## config.mk

```make
export PLATFORM = sky130hd
export DESIGN_NAME = nmea_rmc_stream_field_splitter_flat
export DESIGN_NICKNAME = d
export VERILOG_FILES = /design/src/hdl/nrmc_pkg.sv /design/src/hdl/nrmc_ifs.sv /design/src/hdl/nmea_rmc_stream_field_splitter.sv /design/src/flat_wrapper.sv
export VERILOG_INCLUDE_DIRS = /design/src /design/src/hdl
export SDC_FILE = /design/constraint.sdc
export NUM_CORES = 1
export LEC_CHECK = 0
export ABC_AREA = 1
export BUFFER_PORTS_ARGS = -buffer_cell sky130_fd_sc_hd__buf_2
export CAP_MARGIN = 20
export CORE_ASPECT_RATIO = 1.5
export CORE_MARGIN = 4
export CORE_UTILIZATION = 49
export CTS_CLUSTER_DIAMETER = 60
export CTS_CLUSTER_SIZE = 20
export DETAILED_ROUTE_END_ITERATION = 10
export PLACE_DENSITY = 0.75
export SYNTH_ARGS = -nofsm -noshare
export SYNTH_HDL_FRONTEND = slang
export SYNTH_SLANG_ARGS = --single-unit
```

## constraint.sdc

```tcl
create_clock -name i_clk -period 4.3 [get_ports i_clk]
set_input_delay 1.075 -clock i_clk [delete_from_list [all_inputs] [get_ports i_clk]]
set_output_delay 1.075 -clock i_clk [all_outputs]
set_load 0.01 [all_outputs]
```

## src/hdl/nmea_rmc_stream_field_splitter_defines.svh

```systemverilog
// ----------------------------------------------------------------------------
// nmea_rmc_stream_field_splitter_defines
// assertion macros for the splitter rtl, empty for synthesis
// ----------------------------------------------------------------------------
`ifndef NMEA_RMC_STREAM_FIELD_SPLITTER_DEFINES_SVH
`define NMEA_RMC_STREAM_FIELD_SPLITTER_DEFINES_SVH

`ifndef SYNTHESIS

// checked only outside reset
`define NRMC_ASSERT(label, prop) \
    label: assert property (@(posedge i_clk) disable iff (!i_rst_n) (prop)) \
        else $error("nrmc assertion failed");

// checked at every edge, reset included
`define NRMC_ASSERT_ALWAYS(label, prop) \
    label: assert property (@(posedge i_clk) (prop)) \
        else $error("nrmc assertion failed");

`else

`define NRMC_ASSERT(label, prop)
`define NRMC_ASSERT_ALWAYS(label, prop)

`endif

`endif

```

## src/hdl/nrmc_pkg.sv

```systemverilog
// ----------------------------------------------------------------------------
// nrmc_pkg
// constants, codes and types of the rmc field splitter
// ----------------------------------------------------------------------------
package nrmc_pkg;

    localparam int SENTENCE_BUFFER = 128;
    localparam int FIELD_MAX_CHARS = 15;
    localparam int PREFIX_LEN      = 6;
    localparam int LAST_FIELD      = 9;

    localparam int LEN_W = $clog2(SENTENCE_BUFFER);
    localparam int CIF_W = $clog2(FIELD_MAX_CHARS + 1);

    localparam logic [7:0] C_DOLLAR   = 8'h24;
    localparam logic [7:0] C_CR       = 8'h0d;
    localparam logic [7:0] C_LF       = 8'h0a;
    localparam logic [7:0] C_NUL      = 8'h00;
    localparam logic [7:0] C_COMMA    = 8'h2c;
    localparam logic [7:0] C_STAR     = 8'h2a;
    localparam logic [7:0] C_QUESTION = 8'h3f;

    typedef enum logic [1:0] {
        KIND_CHAR   = 2'd0,
        KIND_END    = 2'd1,
        KIND_STATUS = 2'd2
    } t_kind;

    typedef enum logic [1:0] {
        ST_OK      = 2'd0,
        ST_SHORT   = 2'd1,
        ST_NOT_RMC = 2'd2,
        ST_DROPPED = 2'd3
    } t_status;

    typedef struct packed {
        t_kind      kind;
        logic [3:0] field_number;
        logic [7:0] field_char;
        t_status    sentence_status;
        logic       last_of_run;
    } t_result;

    // expected prefix character at a given position
    function automatic logic [7:0] rmc_tag(input logic [2:0] pos);
        logic [7:0] ch;
        case (pos)
            3'd0:    ch = 8'h24;
            3'd1:    ch = 8'h47;
            3'd2:    ch = 8'h50;
            3'd3:    ch = 8'h52;
            3'd4:    ch = 8'h4d;
            3'd5:    ch = 8'h43;
            default: ch = 8'h00;
        endcase
        return ch;
    endfunction

endpackage

```

## src/hdl/nrmc_ifs.sv

```systemverilog
// ----------------------------------------------------------------------------
// nrmc_ifs
// valid/ready channels for received bytes and for parsed results
// ----------------------------------------------------------------------------
interface nrmc_byte_if;
    logic       valid;
    logic       ready;
    logic [7:0] rx_byte;

    modport source (output valid, output rx_byte, input ready);
    modport sink   (input valid, input rx_byte, output ready);
endinterface

interface nrmc_res_if;
    logic       valid;
    logic       ready;
    logic [1:0] kind;
    logic [3:0] field_number;
    logic [7:0] field_char;
    logic [1:0] sentence_status;
    logic       last_of_run;

    modport source (output valid, output kind, output field_number, output field_char,
                    output sentence_status, output last_of_run, input ready);
    modport sink   (input valid, input kind, input field_number, input field_char,
                    input sentence_status, input last_of_run, output ready);
endinterface

```

## src/hdl/nmea_rmc_stream_field_splitter.sv

```systemverilog
// ----------------------------------------------------------------------------
// nmea_rmc_stream_field_splitter
// frames nmea sentences and streams the fields of rmc sentences with a status
// ----------------------------------------------------------------------------
//  channel  dir  payload
//  i_rx     in   rx_byte
//  o_res    out  kind, field_number, field_char, sentence_status, last_of_run
//
//  each byte is parsed in the cycle it is taken; its zero to three results go
//  into a three-entry result register and leave one per cycle while o_res is
//  ready; a new byte is taken when that register is empty or its last entry
//  leaves in the same cycle: one byte per cycle while each byte gives at most
//  one result and o_res is ready, else the next byte waits for the results
//  synchronous active-low reset clears the parser state and the result count
// ----------------------------------------------------------------------------
`include "nmea_rmc_stream_field_splitter_defines.svh"

module nmea_rmc_stream_field_splitter (
    input  logic  i_clk,
    input  logic  i_rst_n,
    nrmc_byte_if.sink  i_rx,
    nrmc_res_if.source o_res
);
    import nrmc_pkg::*;

    // parser state
    logic             r_coll,  n_coll;
    logic [LEN_W-1:0] r_len,   n_len;
    logic [2:0]       r_ppos,  n_ppos;
    logic             r_mism,  n_mism;
    logic [3:0]       r_cf,    n_cf;
    logic [CIF_W-1:0] r_cif,   n_cif;
    logic             r_skip,  n_skip;
    logic             r_ended, n_ended;

    // result register
    t_result    r_buf [3];
    logic [1:0] r_cnt;
    logic [1:0] r_rd;

    logic             accept, pop, field_open;
    logic             e_close, e_char, e_trunc, e_stat;
    t_status          stat;
    logic [7:0]       c;
    logic [CIF_W-1:0] cif_inc;
    t_result          slot [3];
    logic [1:0]       n_res;

    assign c          = i_rx.rx_byte;
    assign pop        = o_res.valid && o_res.ready;
    assign i_rx.ready = (r_cnt == 2'd0) || (r_cnt == 2'd1 && pop);
    assign accept     = i_rx.valid && i_rx.ready;
    assign field_open = r_coll && !r_ended && (r_cf != 4'd0) && !r_skip;
    assign cif_inc    = r_cif + CIF_W'(1);

    always_comb begin
        n_coll  = r_coll;
        n_len   = r_len;
        n_ppos  = r_ppos;
        n_mism  = r_mism;
        n_cf    = r_cf;
        n_cif   = r_cif;
        n_skip  = r_skip;
        n_ended = r_ended;
        e_close = 1'b0;
        e_char  = 1'b0;
        e_trunc = 1'b0;
        e_stat  = 1'b0;
        stat    = ST_OK;

        if (c == C_DOLLAR) begin
            // restart reports the sentence in progress as dropped
            e_stat  = r_coll;
            stat    = ST_DROPPED;
            n_coll  = 1'b1;
            n_len   = LEN_W'(1);
            n_ppos  = 3'd1;
            n_mism  = 1'b0;
            n_cf    = 4'd0;
            n_cif   = '0;
            n_skip  = 1'b1;
            n_ended = 1'b0;
        end else if (!r_coll || c == C_CR) begin
            n_coll = r_coll;
        end else if (c == C_LF) begin
            e_close = field_open;
            if (field_open) begin
                n_skip = 1'b1;
            end
            e_stat = 1'b1;
            if (r_ppos < 3'(PREFIX_LEN) || r_mism) begin
                stat = ST_NOT_RMC;
            end else if (r_cf >= 4'(LAST_FIELD)) begin
                stat = ST_OK;
            end else begin
                stat = ST_SHORT;
            end
            n_coll = 1'b0;
        end else if (r_len < LEN_W'(SENTENCE_BUFFER - 1)) begin
            n_len = r_len + LEN_W'(1);
            if (!r_ended) begin
                if (r_ppos < 3'(PREFIX_LEN)) begin
                    if (c != rmc_tag(r_ppos)) begin
                        n_mism = 1'b1;
                    end
                    n_ppos = r_ppos + 3'd1;
                    if (c == C_NUL) begin
                        n_ended = 1'b1;
                    end
                end else if (!r_mism) begin
                    case (c)
                        C_NUL: begin
                            e_close = field_open;
                            if (field_open) begin
                                n_skip = 1'b1;
                            end
                            n_ended = 1'b1;
                        end
                        C_COMMA: begin
                            e_close = field_open;
                            if (field_open) begin
                                n_skip = 1'b1;
                            end
                            if (r_cf < 4'(LAST_FIELD)) begin
                                n_cf   = r_cf + 4'd1;
                                n_skip = 1'b0;
                                n_cif  = '0;
                            end
                        end
                        C_STAR: begin
                            e_close = field_open;
                            if (field_open) begin
                                n_skip = 1'b1;
                            end
                        end
                        default: begin
                            if (field_open) begin
                                e_char = 1'b1;
                                n_cif  = cif_inc;
                                // field full: end it right after this character
                                if (cif_inc >= CIF_W'(FIELD_MAX_CHARS)) begin
                                    e_trunc = 1'b1;
                                    n_skip  = 1'b1;
                                end
                            end
                        end
                    endcase
                end
            end
        end else begin
            // overflow
            e_stat = 1'b1;
            stat   = ST_DROPPED;
            n_coll = 1'b0;
            n_len  = '0;
        end
    end

    // pack the results of this byte in order
    always_comb begin
        slot[0] = '0;
        slot[1] = '0;
        slot[2] = '0;
        n_res   = 2'd0;
        if (e_close) begin
            if (r_cif == '0) begin
                slot[n_res] = '{kind: KIND_CHAR, field_number: r_cf, field_char: C_QUESTION,
                                sentence_status: ST_OK, last_of_run: 1'b0};
                n_res = n_res + 2'd1;
            end
            slot[n_res] = '{kind: KIND_END, field_number: r_cf, field_char: 8'h00,
                            sentence_status: ST_OK, last_of_run: 1'b0};
            n_res = n_res + 2'd1;
        end
        if (e_char) begin
            slot[n_res] = '{kind: KIND_CHAR, field_number: r_cf, field_char: c,
                            sentence_status: ST_OK, last_of_run: 1'b0};
            n_res = n_res + 2'd1;
        end
        if (e_trunc) begin
            slot[n_res] = '{kind: KIND_END, field_number: r_cf, field_char: 8'h00,
                            sentence_status: ST_OK, last_of_run: 1'b0};
            n_res = n_res + 2'd1;
        end
        if (e_stat) begin
            slot[n_res] = '{kind: KIND_STATUS, field_number: 4'd0, field_char: 8'h00,
                            sentence_status: stat, last_of_run: 1'b0};
            n_res = n_res + 2'd1;
        end
        if (n_res != 2'd0) begin
            slot[n_res - 2'd1].last_of_run = 1'b1;
        end
    end

    always_ff @(posedge i_clk) begin
        if (!i_rst_n) begin
            r_coll  <= 1'b0;
            r_len   <= '0;
            r_ppos  <= 3'd0;
            r_mism  <= 1'b0;
            r_cf    <= 4'd0;
            r_cif   <= '0;
            r_skip  <= 1'b0;
            r_ended <= 1'b0;
        end else if (accept) begin
            r_coll  <= n_coll;
            r_len   <= n_len;
            r_ppos  <= n_ppos;
            r_mism  <= n_mism;
            r_cf    <= n_cf;
            r_cif   <= n_cif;
            r_skip  <= n_skip;
            r_ended <= n_ended;
        end
    end

    always_ff @(posedge i_clk) begin
        if (!i_rst_n) begin
            r_cnt <= 2'd0;
            r_rd  <= 2'd0;
        end else if (accept && n_res != 2'd0) begin
            r_cnt <= n_res;
            r_rd  <= 2'd0;
        end else if (pop) begin
            r_cnt <= r_cnt - 2'd1;
            r_rd  <= r_rd + 2'd1;
        end
    end

    always_ff @(posedge i_clk) begin
        if (accept && n_res != 2'd0) begin
            r_buf[0] <= slot[0];
            r_buf[1] <= slot[1];
            r_buf[2] <= slot[2];
        end
    end

    assign o_res.valid           = (r_cnt != 2'd0);
    assign o_res.kind            = r_buf[r_rd].kind;
    assign o_res.field_number    = r_buf[r_rd].field_number;
    assign o_res.field_char      = r_buf[r_rd].field_char;
    assign o_res.sentence_status = r_buf[r_rd].sentence_status;
    assign o_res.last_of_run     = r_buf[r_rd].last_of_run;

    `NRMC_ASSERT(a_buf_bound, ({1'b0, r_rd} + {1'b0, r_cnt} <= 3'd3))
    `NRMC_ASSERT(a_last_drains, (pop && o_res.last_of_run) |-> (r_cnt == 2'd1))
    `NRMC_ASSERT(a_status_last, (o_res.valid && o_res.kind == KIND_STATUS) |-> o_res.last_of_run)
    `NRMC_ASSERT(a_prefix_bound, r_ppos <= 3'(PREFIX_LEN))
    `NRMC_ASSERT(a_idle_silent, (accept && !r_coll && c != C_DOLLAR) |=> (r_cnt == 2'd0 || $stable(r_rd)))

endmodule

```

## src/flat_wrapper.sv

```systemverilog
// flat-port wrapper written by rule: the top's interface ports become plain ports
module nmea_rmc_stream_field_splitter_flat import nrmc_pkg::*;
  (i_clk, i_rst_n, i_rx_valid, i_rx_rx_byte, i_rx_ready, o_res_valid, o_res_kind, o_res_field_number, o_res_field_char, o_res_sentence_status, o_res_last_of_run, o_res_ready);
  nrmc_byte_if i_rx_i ();
  nrmc_res_if o_res_i ();
  input  logic i_clk;
  input  logic i_rst_n;
  input wire logic [$bits(i_rx_i.valid)-1:0] i_rx_valid;
  input wire logic [$bits(i_rx_i.rx_byte)-1:0] i_rx_rx_byte;
  output wire logic [$bits(i_rx_i.ready)-1:0] i_rx_ready;
  output wire logic [$bits(o_res_i.valid)-1:0] o_res_valid;
  output wire logic [$bits(o_res_i.kind)-1:0] o_res_kind;
  output wire logic [$bits(o_res_i.field_number)-1:0] o_res_field_number;
  output wire logic [$bits(o_res_i.field_char)-1:0] o_res_field_char;
  output wire logic [$bits(o_res_i.sentence_status)-1:0] o_res_sentence_status;
  output wire logic [$bits(o_res_i.last_of_run)-1:0] o_res_last_of_run;
  input wire logic [$bits(o_res_i.ready)-1:0] o_res_ready;
  assign i_rx_i.valid = i_rx_valid;
  assign i_rx_i.rx_byte = i_rx_rx_byte;
  assign i_rx_ready = i_rx_i.ready;
  assign o_res_valid = o_res_i.valid;
  assign o_res_kind = o_res_i.kind;
  assign o_res_field_number = o_res_i.field_number;
  assign o_res_field_char = o_res_i.field_char;
  assign o_res_sentence_status = o_res_i.sentence_status;
  assign o_res_last_of_run = o_res_i.last_of_run;
  assign o_res_i.ready = o_res_ready;
  nmea_rmc_stream_field_splitter u_core (.i_clk(i_clk), .i_rst_n(i_rst_n), .i_rx(i_rx_i), .o_res(o_res_i));
endmodule
```

== Yosys cells after proc, flatten, opt, wreduce, memory -nomap -nowiden ==
Memories as Yosys holds them, arrays and structs flattened. A register that Yosys moved wholly into a read port is not among the register bits.
Index checks and enable logic that the tools add are counted.

* Word-level logic and storage cells: 250
* Input port bits: 12
* Bits in registers: 26
* RAM bits: 51
* Memories kept: 1
* Output and inout bits: 19

* $lt $le $gt $ge: 15
* Bitwise gates (word level): 6
* $add $sub $neg: 11
* Eq/ne operators: 23
* Multiplexer cells: 138
* Reduce and logical (&&, ||, !) cells: 46

{| class="wikitable"
|+ Memories
! memory !! words !! width !! read ports !! clocked after memory_dff !! wr ports !! line !! source
|-
| u_core.r_buf || 3 || 17 || 1 || 1 || 3 || nmea_rmc_stream_field_splitter.sv:37 || <nowiki>t_result r_buf [3];</nowiki>
|}

{| class="wikitable"
|+ Operator list
! cell !! number
|-
| bitwise mux 51 bit || 5
|-
| 2-to-1 mux 51 bit || 5
|-
| demux 17 bit (select 2 bit) || 5
|-
| 2-to-1 mux 17 bit || 5
|-
| 2-to-1 mux 4 bit || 18
|-
| 2-to-1 mux 1 bit || 66
|-
| 2-to-1 mux 8 bit || 6
|-
| one-hot mux 7 bit (6 select lines) || 1
|-
| 2-to-1 mux 2 bit || 14
|-
| 2-to-1 mux 7 bit || 4
|-
| equality test 8 x 6 -> 1 bit (second input constant) || 3
|-
| 2-to-1 mux 3 bit || 6
|-
| equality test 8 x 4 -> 1 bit (second input constant) || 2
|-
| nonzero test 2 bit || 8
|-
| greater-or-equal comparator 3 bit (second input constant) || 5
|-
| less-than comparator 3 x 1 -> 1 bit (second input constant) || 5
|-
| 2-to-1 mux 15 bit || 1
|-
| NOT 2 -> 3 bit || 5
|-
| logical AND 1 bit || 12
|-
| adder 2 x 1 -> 2 bit (second input constant) || 5
|-
| AND reduction 10 bit || 1
|-
| nonzero test 5 bit || 2
|-
| != test 3 x 1 -> 1 bit (second input constant) || 3
|-
| AND reduction 9 bit || 1
|-
| other kinds (34) || 51
|}

== Depth between registers and ports, before layout ==
Gate-level depths: netlist of run 1.

* Depth in word-level cells: 29
* Mapped depth: 21

== Least setup slack after synthesis of run 1 ==
OpenSTA, ideal clock, no wires.

* Kind: input to register
* Start: input port i_rx_rx_byte[2]
* End: memory u_core.r_buf[0][0] (netlist bit) (enable)
* Setup slack: 0.758 ns
* Arrival: 3.168 ns
* Path buffers: 1
* Data required time: 3.926 ns
* Stages: 17
* Library setup time: 0.374 ns
* Path through: buf_2 clkinv_1 nand2_1 nor2_2 nand2_4 nand2_2 nor2_1 nand3_2 nand2_4 nand2_1 nand2_2 inv_1 ha_1 or2_0 nand2_2 nand2_4 nand2_4

{| class="wikitable"
|+ RTL lines
! item !! line !! source
|-
| from (decl) || flat_wrapper.sv:9 || <nowiki>input wire logic [$bits(i_rx_i.rx_byte)-1:0] i_rx_rx_byte;</nowiki>
|-
| to (decl) || nmea_rmc_stream_field_splitter.sv:37 ||
|}

==> results of run 1 <==
==> critical path, cell delays in order <==
cell and delay (ps):
buf_2 130, nor2_1 160, nand2_2 130, o21ai_2 270
nor2_1 150, nand2_1 160, nand2_4 80, nand2_2 90
inv_1 50, ha_1 270, or2_0 230, nand2_2 120
nand2_4 80, nand2_4 260, buf_12 250
==> cell usage in the layout, fill, tap and decap left out, drive strengths merged, types with 16 or more instances in the layout <==
master,instances
inv,73
nor3,18
dfxtp,28
edfxtp,51
nand2,87
buf,31
nor2,76
ha,22
o21ai,17
a21oi,68
conb,16
nand3,20
==> cell families (layout without fill, tap and decap cells) <==
| family | Yosys count | count (layout) |
|---|---|---|
| other cells | 1 | 16 |
| fa+ha+maj | 22 | 22 |
| flops | 79 | 79 |
| xor+xnor | 9 | 9 |
| simple gates | 217 | 217 |
| compound gates | 98 | 98 |
| buf+inv | 86 | 124 |
==> power by group through the flow <==
stage | clock, mW | sequential, mW | combinational (mW)
after floorplan | 0 | 0.822 | 0.0825
after global placement | 0 | 0.829 | 0.117
after detailed placement | 0 | 0.829 | 0.119
after CTS | 0.808 | 0.813 | 0.120
after global routing | 0.843 | 0.813 | 0.134
final | 0.798 | 0.813 | 0.119
==> worst min-delay path by stage <==
stage                                       from                      endpoint  slack [ps]  cells past startpoint
detailed placement  u_core.r_len[6]$_SDFFE_PN0P_  u_core.r_len[6]$_SDFFE_PN0P_         450                      1
global placement    u_core.r_len[6]$_SDFFE_PN0P_  u_core.r_len[6]$_SDFFE_PN0P_         450                      1
global route        u_core.r_len[6]$_SDFFE_PN0P_  u_core.r_len[6]$_SDFFE_PN0P_         490                      1
CTS                 u_core.r_len[6]$_SDFFE_PN0P_  u_core.r_len[6]$_SDFFE_PN0P_         470                      1
finish              u_core.r_len[6]$_SDFFE_PN0P_  u_core.r_len[6]$_SDFFE_PN0P_         470                      1
floorplan           u_core.r_len[6]$_SDFFE_PN0P_  u_core.r_len[6]$_SDFFE_PN0P_         440                      1
==> state kept, by name (all words and copies together), names as in the netlist, named ones only <==
signal,flops
u_core.r_buf,51
u_core.r_len,7
u_core.r_cf,4
u_core.r_cif,4
u_core.r_ppos,3
u_core.r_cnt,2
u_core.r_rd,2
u_core.r_coll,1
u_core.r_ended,1
u_core.r_mism,1
u_core.r_skip,1
==> per-layer routing <==
layer,part of all wire,global-route usage,vias up
met5,0,0,-
met4,0.023,0.0851,0
met3,0.045,0.0437,20
met2,0.56,0.355,97
met1,0.37,0.189,1653
li1,-,-,1786
==> final cells by class <==
| class | instances | share of cell area |
|---|---|---|
| Sequential cell | 79 | 0.415 |
| Multi-Input combinational cell | 362 | 0.404 |
| Inverter | 77 | 0.0578 |
| Timing Repair Buffer | 31 | 0.0337 |
| Clock buffer | 10 | 0.0454 |
| Clock inverter | 6 | 0.0169 |
| Tap cell | 110 | 0.0273 |
==> stage by stage <==
stage	total power, mW	area, µm²	instances	hold slack, ps
final	1.73	5040	675	467
after global routing	1.79	5040	675	485
after CTS	1.74	5040	675	468
after detailed placement	0.947	4730	659	454
after global placement	0.946	4730	659	448
after floorplan	0.905	4460	527	441
==> impl_metrics.py, run 1 <==
metrics = {
    "critical_path": {
        "r2r-end": "u_core.r_buf[1][8]$_DFFE_PP_",
        "worstSetupPathType": "primary input to flop",
        "r2r_slack_ps": 970,
        "crit_required_ps": 4340,
        "r2r_cells": 16,
        "cp.arrival_ps": 3520,
        "cp-endpoint": "u_core.r_buf[1][8]$_DFFE_PP_",
        "worstPathMaxFanout": 32,
        "end_kind": "flop",
        "worstReg2RegStart": "u_core.r_cf[0]$_SDFFE_PN0P_",
        "startpoint_type": "primary input",
        "critPathLaunch": "i_rx_rx_byte[5]",
    },
    "grt": {
        "grt_overflow_total": 0,
        "grt_pass1_vias": 3436,
        "grt_pass1_wl_um": 15500,
        "antenna_found_initial": 0,
        "grtUsageTotal": 0.186,
        "grt_max_degree": 33,
    },
    "power": {
        "p_per_area_nw_per_um2": 343,
        "netSwitchingPower_mw": 0.376,
        "swShare": 0.217,
        "leakagePower_nw": 2.13,
        "pwr-share-comb": 0.069,
        "seq_power_share": 0.470,
        "p_clk_frac": 0.462,
        "peakVddDrop_uv": 218,
        "intPower_mw": 1.35,
    },
    "yosys": {
        "synth.yosys.seq_area_share": 0.475,
        "synth-main-ff-cell": "edfxtp_1",
        "synth_compound_area_frac": 0.121,
        "synth_fa_ha_area_frac": 0.0625,
        "yosys.area_share.simple": 0.248,
        "synth_edf_count": 51,
        "synth_commonest_cells": "nand2_1, a21oi_1, inv_1",
        "synth_top_cell_by_area": "edfxtp_1",
        "synth_top_area_share": 0.348,
        "yosys-mux-area-fraction": 0,
        "synthTopCellsByArea": "edfxtp_1, dfxtp_1, a21oi_1, ha_1, nand2_1",
        "synth_top_family_by_area": "simple AND/OR/NAND/NOR gates",
        "syn_inst": 512,
        "synth_area_um2": 4400,
        "synth.distinct_cells": 42,
        "yosysMostFrequentCell": "nand2_1",
        "ys_warn_count": 0,
        "synthArstFlopShare": 0,
        "synth-seq-cells": 79,
        "synth_xor_area_frac": 0.0179,
        "avgSynthCellArea_um2": 8.60,
    },
    "clock_tree": {
        "clk_path_buf_depth": 2,
        "post_cts_resized": 0,
        "postCtsHoldBufs": 0,
        "htreeDepth": 3,
        "clock-sinks": 79,
        "postCtsSetupBuffers": 0,
        "clk_latency_ps": 340,
        "path_clk_slew_ps": 60,
        "numCtsBuffers": 9,
        "cts_tree": "built",
        "cts-root-buf": "clkbuf_16",
    },
    "sta": {
        "slew_violations": 0,
        "setup_viol": 0,
        "rsz0062_at_grt": "no",
        "period_needed_ps": 3480,
        "period_share": 0.810,
        "tightest_slew_ps": 727,
        "max_slew_margin": 0.515,
        "worst_slack_ps": 819,
        "fin_skew_ps": 4.82,
        "finalHoldViolCount": 0,
        "tns_ps": 0,
        "max_freq_mhz": 287,
    },
    "drt": {
        "antenna_left": 0,
        "vias_per_cell": 5.27,
        "drc_errors": 0,
        "dr.pass1.iters": 7,
        "via_count": 3556,
        "drt_iter0_drc": 228,
        "wl_per_cell_um": 13.6,
        "totalWireLength_um": 9200,
    },
    "final_layout": {
        "layout.nets": 594,
        "multi_input_area_um2": 2040,
        "insertedDiodeCount": 0,
        "utilization": 0.575,
        "drive_gt1_frac": 0.150,
        "fillCellCount": 755,
        "syn_to_final_growth_pct": 14.5,
        "seq_area_um2": 2090,
    },
    "placement": {
        "dp_slack_ps": 456,
        "gp_congestion": 0.928,
        "post-dp-hpwl_um": 6870,
        "portBuffers": 30,
    },
    "floorplan": {
        "io_pins": 31,
        "start_util": 0.502,
        "die_area_um2": 10600,
        "core-area_um2": 8780,
        "num_rows": 42,
        "die_w_um": 85.4,
        "die_h_um": 124,
    },
    "outcome": {
        "run_status": "completed",
    },
    "min_path": {
        "hp-class": "flop to flop",
    },
    "run": {
        "drv_cap": 0,
    },
}
Note: power is estimated with default switching activity, not from simulation.
==> inputs of run 2 (changes only) <==
Settings changed: ABC_AREA 1 to 0, PLACE_DENSITY 0.75 to 0.77.
Clock period 4.3 ns to 2.95 ns, I/O delays scaled along.
==> run 2 against run 1 <==
Against the previous run:
- the run now ends with setup timing left
- sequential cell count is the same
- clock-buffer cell count is the same
- sequential share of layout area shrank 6.7 points
- synthesized cell count shrank 14%
- first-iteration DRC count shrank 7.0%
- clock skew grew 2.3 ps
- worst hold slack gained 22 ps
- sequential power grew 45%
- global-route usage grew 3.0 points
==> impl_metrics.py, run 2 <==
metrics = {
    "sta": {
        "period_share": 1.04,
        "tns_ps": -6030,
        "period_needed_ps": 3080,
        "max_freq_mhz": 324,
        "worst_slack_ps": -132,
        "finalHoldViolCount": 0,
        "setup_viol": 55,
        "fin_skew_ps": 7.14,
        "slew_violations": 0,
        "rsz0062_at_grt": "yes",
        "tightest_slew_ps": 575,
        "max_slew_margin": 0.607,
    },
    "min_path": {
        "whs_endpoint": "u_core.r_len[1]$_SDFFE_PN0P_",
        "min_from": "u_core.r_len[1]$_SDFFE_PN0P_",
        "hp-class": "flop to flop",
        "holdPathStages": 2,
    },
    "drt": {
        "dr.pass1.iters": 7,
        "wl_per_cell_um": 16.7,
        "via_count": 3818,
        "drc_errors": 0,
        "drt_iter0_drc": 212,
        "totalWireLength_um": 11400,
        "vias_per_cell": 5.57,
        "antenna_left": 0,
    },
    "final_layout": {
        "largest_reg_flops": 51,
        "final_common_cell": "buf_4",
        "insertedDiodeCount": 0,
        "drive_gt1_frac": 0.329,
        "utilization": 0.686,
        "top_regs": "u_core.r_buf: 51 flops, u_core.r_len: 7 flops",
        "max_flop_register": "u_core.r_buf",
        "layout.nets": 604,
        "syn_to_final_growth_pct": 36.9,
        "final_cell_mix": "buf_4, nand2_1, edfxtp_1",
        "fin_area_um2": 6020,
    },
    "power": {
        "p_total_mw": 2.61,
        "peakVddDrop_uv": 336,
        "leakagePower_nw": 2.31,
        "intPower_mw": 2.03,
        "pwr-share-comb": 0.091,
        "p_per_area_nw_per_um2": 433,
        "seq_power_share": 0.452,
        "p_clk_frac": 0.457,
        "netSwitchingPower_mw": 0.583,
        "swShare": 0.223,
    },
    "yosys": {
        "synthArstFlopShare": 0,
        "synth_area_um2": 4400,
        "avgSynthCellArea_um2": 10.0,
        "yosysMostFrequentCell": "nand2_1",
        "synth-main-ff-cell": "edfxtp_1",
        "synth.yosys.seq_area_share": 0.476,
        "synth_edf_count": 51,
        "syn_inst": 438,
        "synth-seq-cells": 79,
        "synth_top_cell_by_area": "edfxtp_1",
        "synth_commonest_cells": "nand2_1, edfxtp_1, nor2_1",
        "synth.distinct_cells": 67,
        "synthTopCellsByArea": "edfxtp_1, dfxtp_1, ha_1, nand2_1, mux2i_1",
        "synth_top_area_share": 0.348,
        "ys_warn_count": 0,
    },
    "critical_path": {
        "worstReg2RegStart": "u_core.r_cf[1]$_SDFFE_PN0P_",
        "worstSetupPathType": "flop to flop",
        "critPathLaunch": "u_core.r_cf[1]$_SDFFE_PN0P_",
        "r2r_slack_ps": -130,
        "r2r_cells": 14,
        "end_kind": "flop",
        "crit_required_ps": 3000,
        "r2r-end": "u_core.r_buf[2][6]$_DFFE_PP_",
        "startpoint_type": "flop",
        "worstPathMaxFanout": 12,
        "cp.arrival_ps": 3130,
    },
    "clock_tree": {
        "htreeDepth": 3,
        "postCtsHoldBufs": 0,
        "path_clk_slew_ps": 60,
        "clk_path_buf_depth": 2,
        "clock-sinks": 79,
        "clk_latency_ps": 340,
        "cts_tree": "built",
        "cts-root-buf": "clkbuf_16",
        "numCtsBuffers": 9,
    },
    "grt": {
        "antenna_found_initial": 0,
        "grt_pass1_wl_um": 17800,
        "grt_pass1_vias": 3909,
        "grt_max_degree": 35,
        "grtUsageTotal": 0.216,
        "grt_overflow_total": 0,
    },
    "floorplan": {
        "die_w_um": 85.3,
        "die_area_um2": 10600,
        "io_pins": 31,
        "num_rows": 42,
        "core-area_um2": 8780,
        "start_util": 0.501,
        "die_h_um": 124,
    },
    "outcome": {
        "violations": "setup timing",
        "run_status": "complete, but fails checks",
    },
    "run": {
        "drv_cap": 0,
    },
    "placement": {
        "portBuffers": 30,
        "placed_cell_area_um2": 5360,
        "gp_congestion": 0.941,
        "post-dp-hpwl_um": 7510,
        "dp_slack_ps": -536,
    },
}
[run 2: changes by cell type after synthesis, sizes merged, moves of 9 or more]
cell	delta
nand3	-13
nor2	-43
a21oi	-45
nand2	-34
nor2b	+9
nor3	-13
mux2i	+18
inv	-52
and2	+17
[run 2: cell families (layout without fill, tap and decap cells)]
logic type / Yosys count / in the layout / share of synthesized area
AND/OR/NAND/NOR: 177 / 177 / 0.221
other: 1 / 16 / 0.000853
AO/OA/AOI/OAI: 85 / 85 / 0.127
XOR/XNOR: 17 / 17 / 0.0339
multiplexers: 18 / 18 / 0.0410
buffers and inverters: 39 / 161 / 0.0376
adder cells (fa/ha/maj): 22 / 22 / 0.0626
flip-flops: 79 / 79 / 0.476
[run 2: worst max path at each step]
stage	endpoint	slack [ps]
final	u_core.r_buf[2][6]$_DFFE_PP_	-130
after global routing	u_core.r_buf[1][10]$_DFFE_PP_	-230
after CTS	u_core.r_rd[1]$_SDFFE_PP0P_	-90
after detailed placement	flop	-540
after global placement	u_core.r_buf[2][3]$_DFFE_PP_	-450
after floorplan	u_core.r_buf[0][0]$_SDFFCE_PP0P_	-880
[run 2: per-stage QoR]
stage | std cells | hold WS, ps
global placement | 656 | 463
floorplan | 453 | 454
detailed placement | 656 | 475
CTS | 683 | 483
global route | 685 | 504
finish | 685 | 489
[run 2: final cells by class]
cell class / count / area [µm²]
tap: 110 / 138
timing repair buffer: 124 / 986
sequential: 79 / 2090
inverter: 21 / 83.8
multi-input combinational: 335 / 2400
clock buffer: 10 / 229
fill: 591 / 2760
clock inverter: 6 / 92.6
[run 2: power by group through the flow]
stage	sequential, mW	combinational, mW	clock [mW]
3_5_place_dp	1.20	0.228	0
5_1_grt	1.18	0.258	1.26
4_1_cts	1.18	0.234	1.20
3_3_place_gp	1.20	0.224	0
2_1_floorplan	1.20	0.143	0
6_report	1.18	0.236	1.19
[run 2: timing repair]
item                       4_1_cts  5_1_grt
pin swaps                        6        5
setup buffers                    9        2
cloned                           3        1
resized for setup               26       15
setup endpoints to repair       80       88
[run 2: critical path, stage by stage (launching register included)]
cell and delay [ps]:
dfxtp_2 330, inv_2 50, ha_4 150, nor3b_4 150, or4b_4 550, nor4b_4 320
and2_4 220, nand2b_4 140, inv_4 40, ha_4 240, o21ai_4 60, o21ai_2 80
nor2_4 130, buf_12 170, buf_12 150
[run 2: per-layer routing]
metal	track usage	vias to the layer above	wire length (µm)
met2	0.409	131	6250
met3	0.0410	57	443
met4	0.150	0	674
li1	-	1822	-
met1	0.207	1808	4060
met5	0	-	0
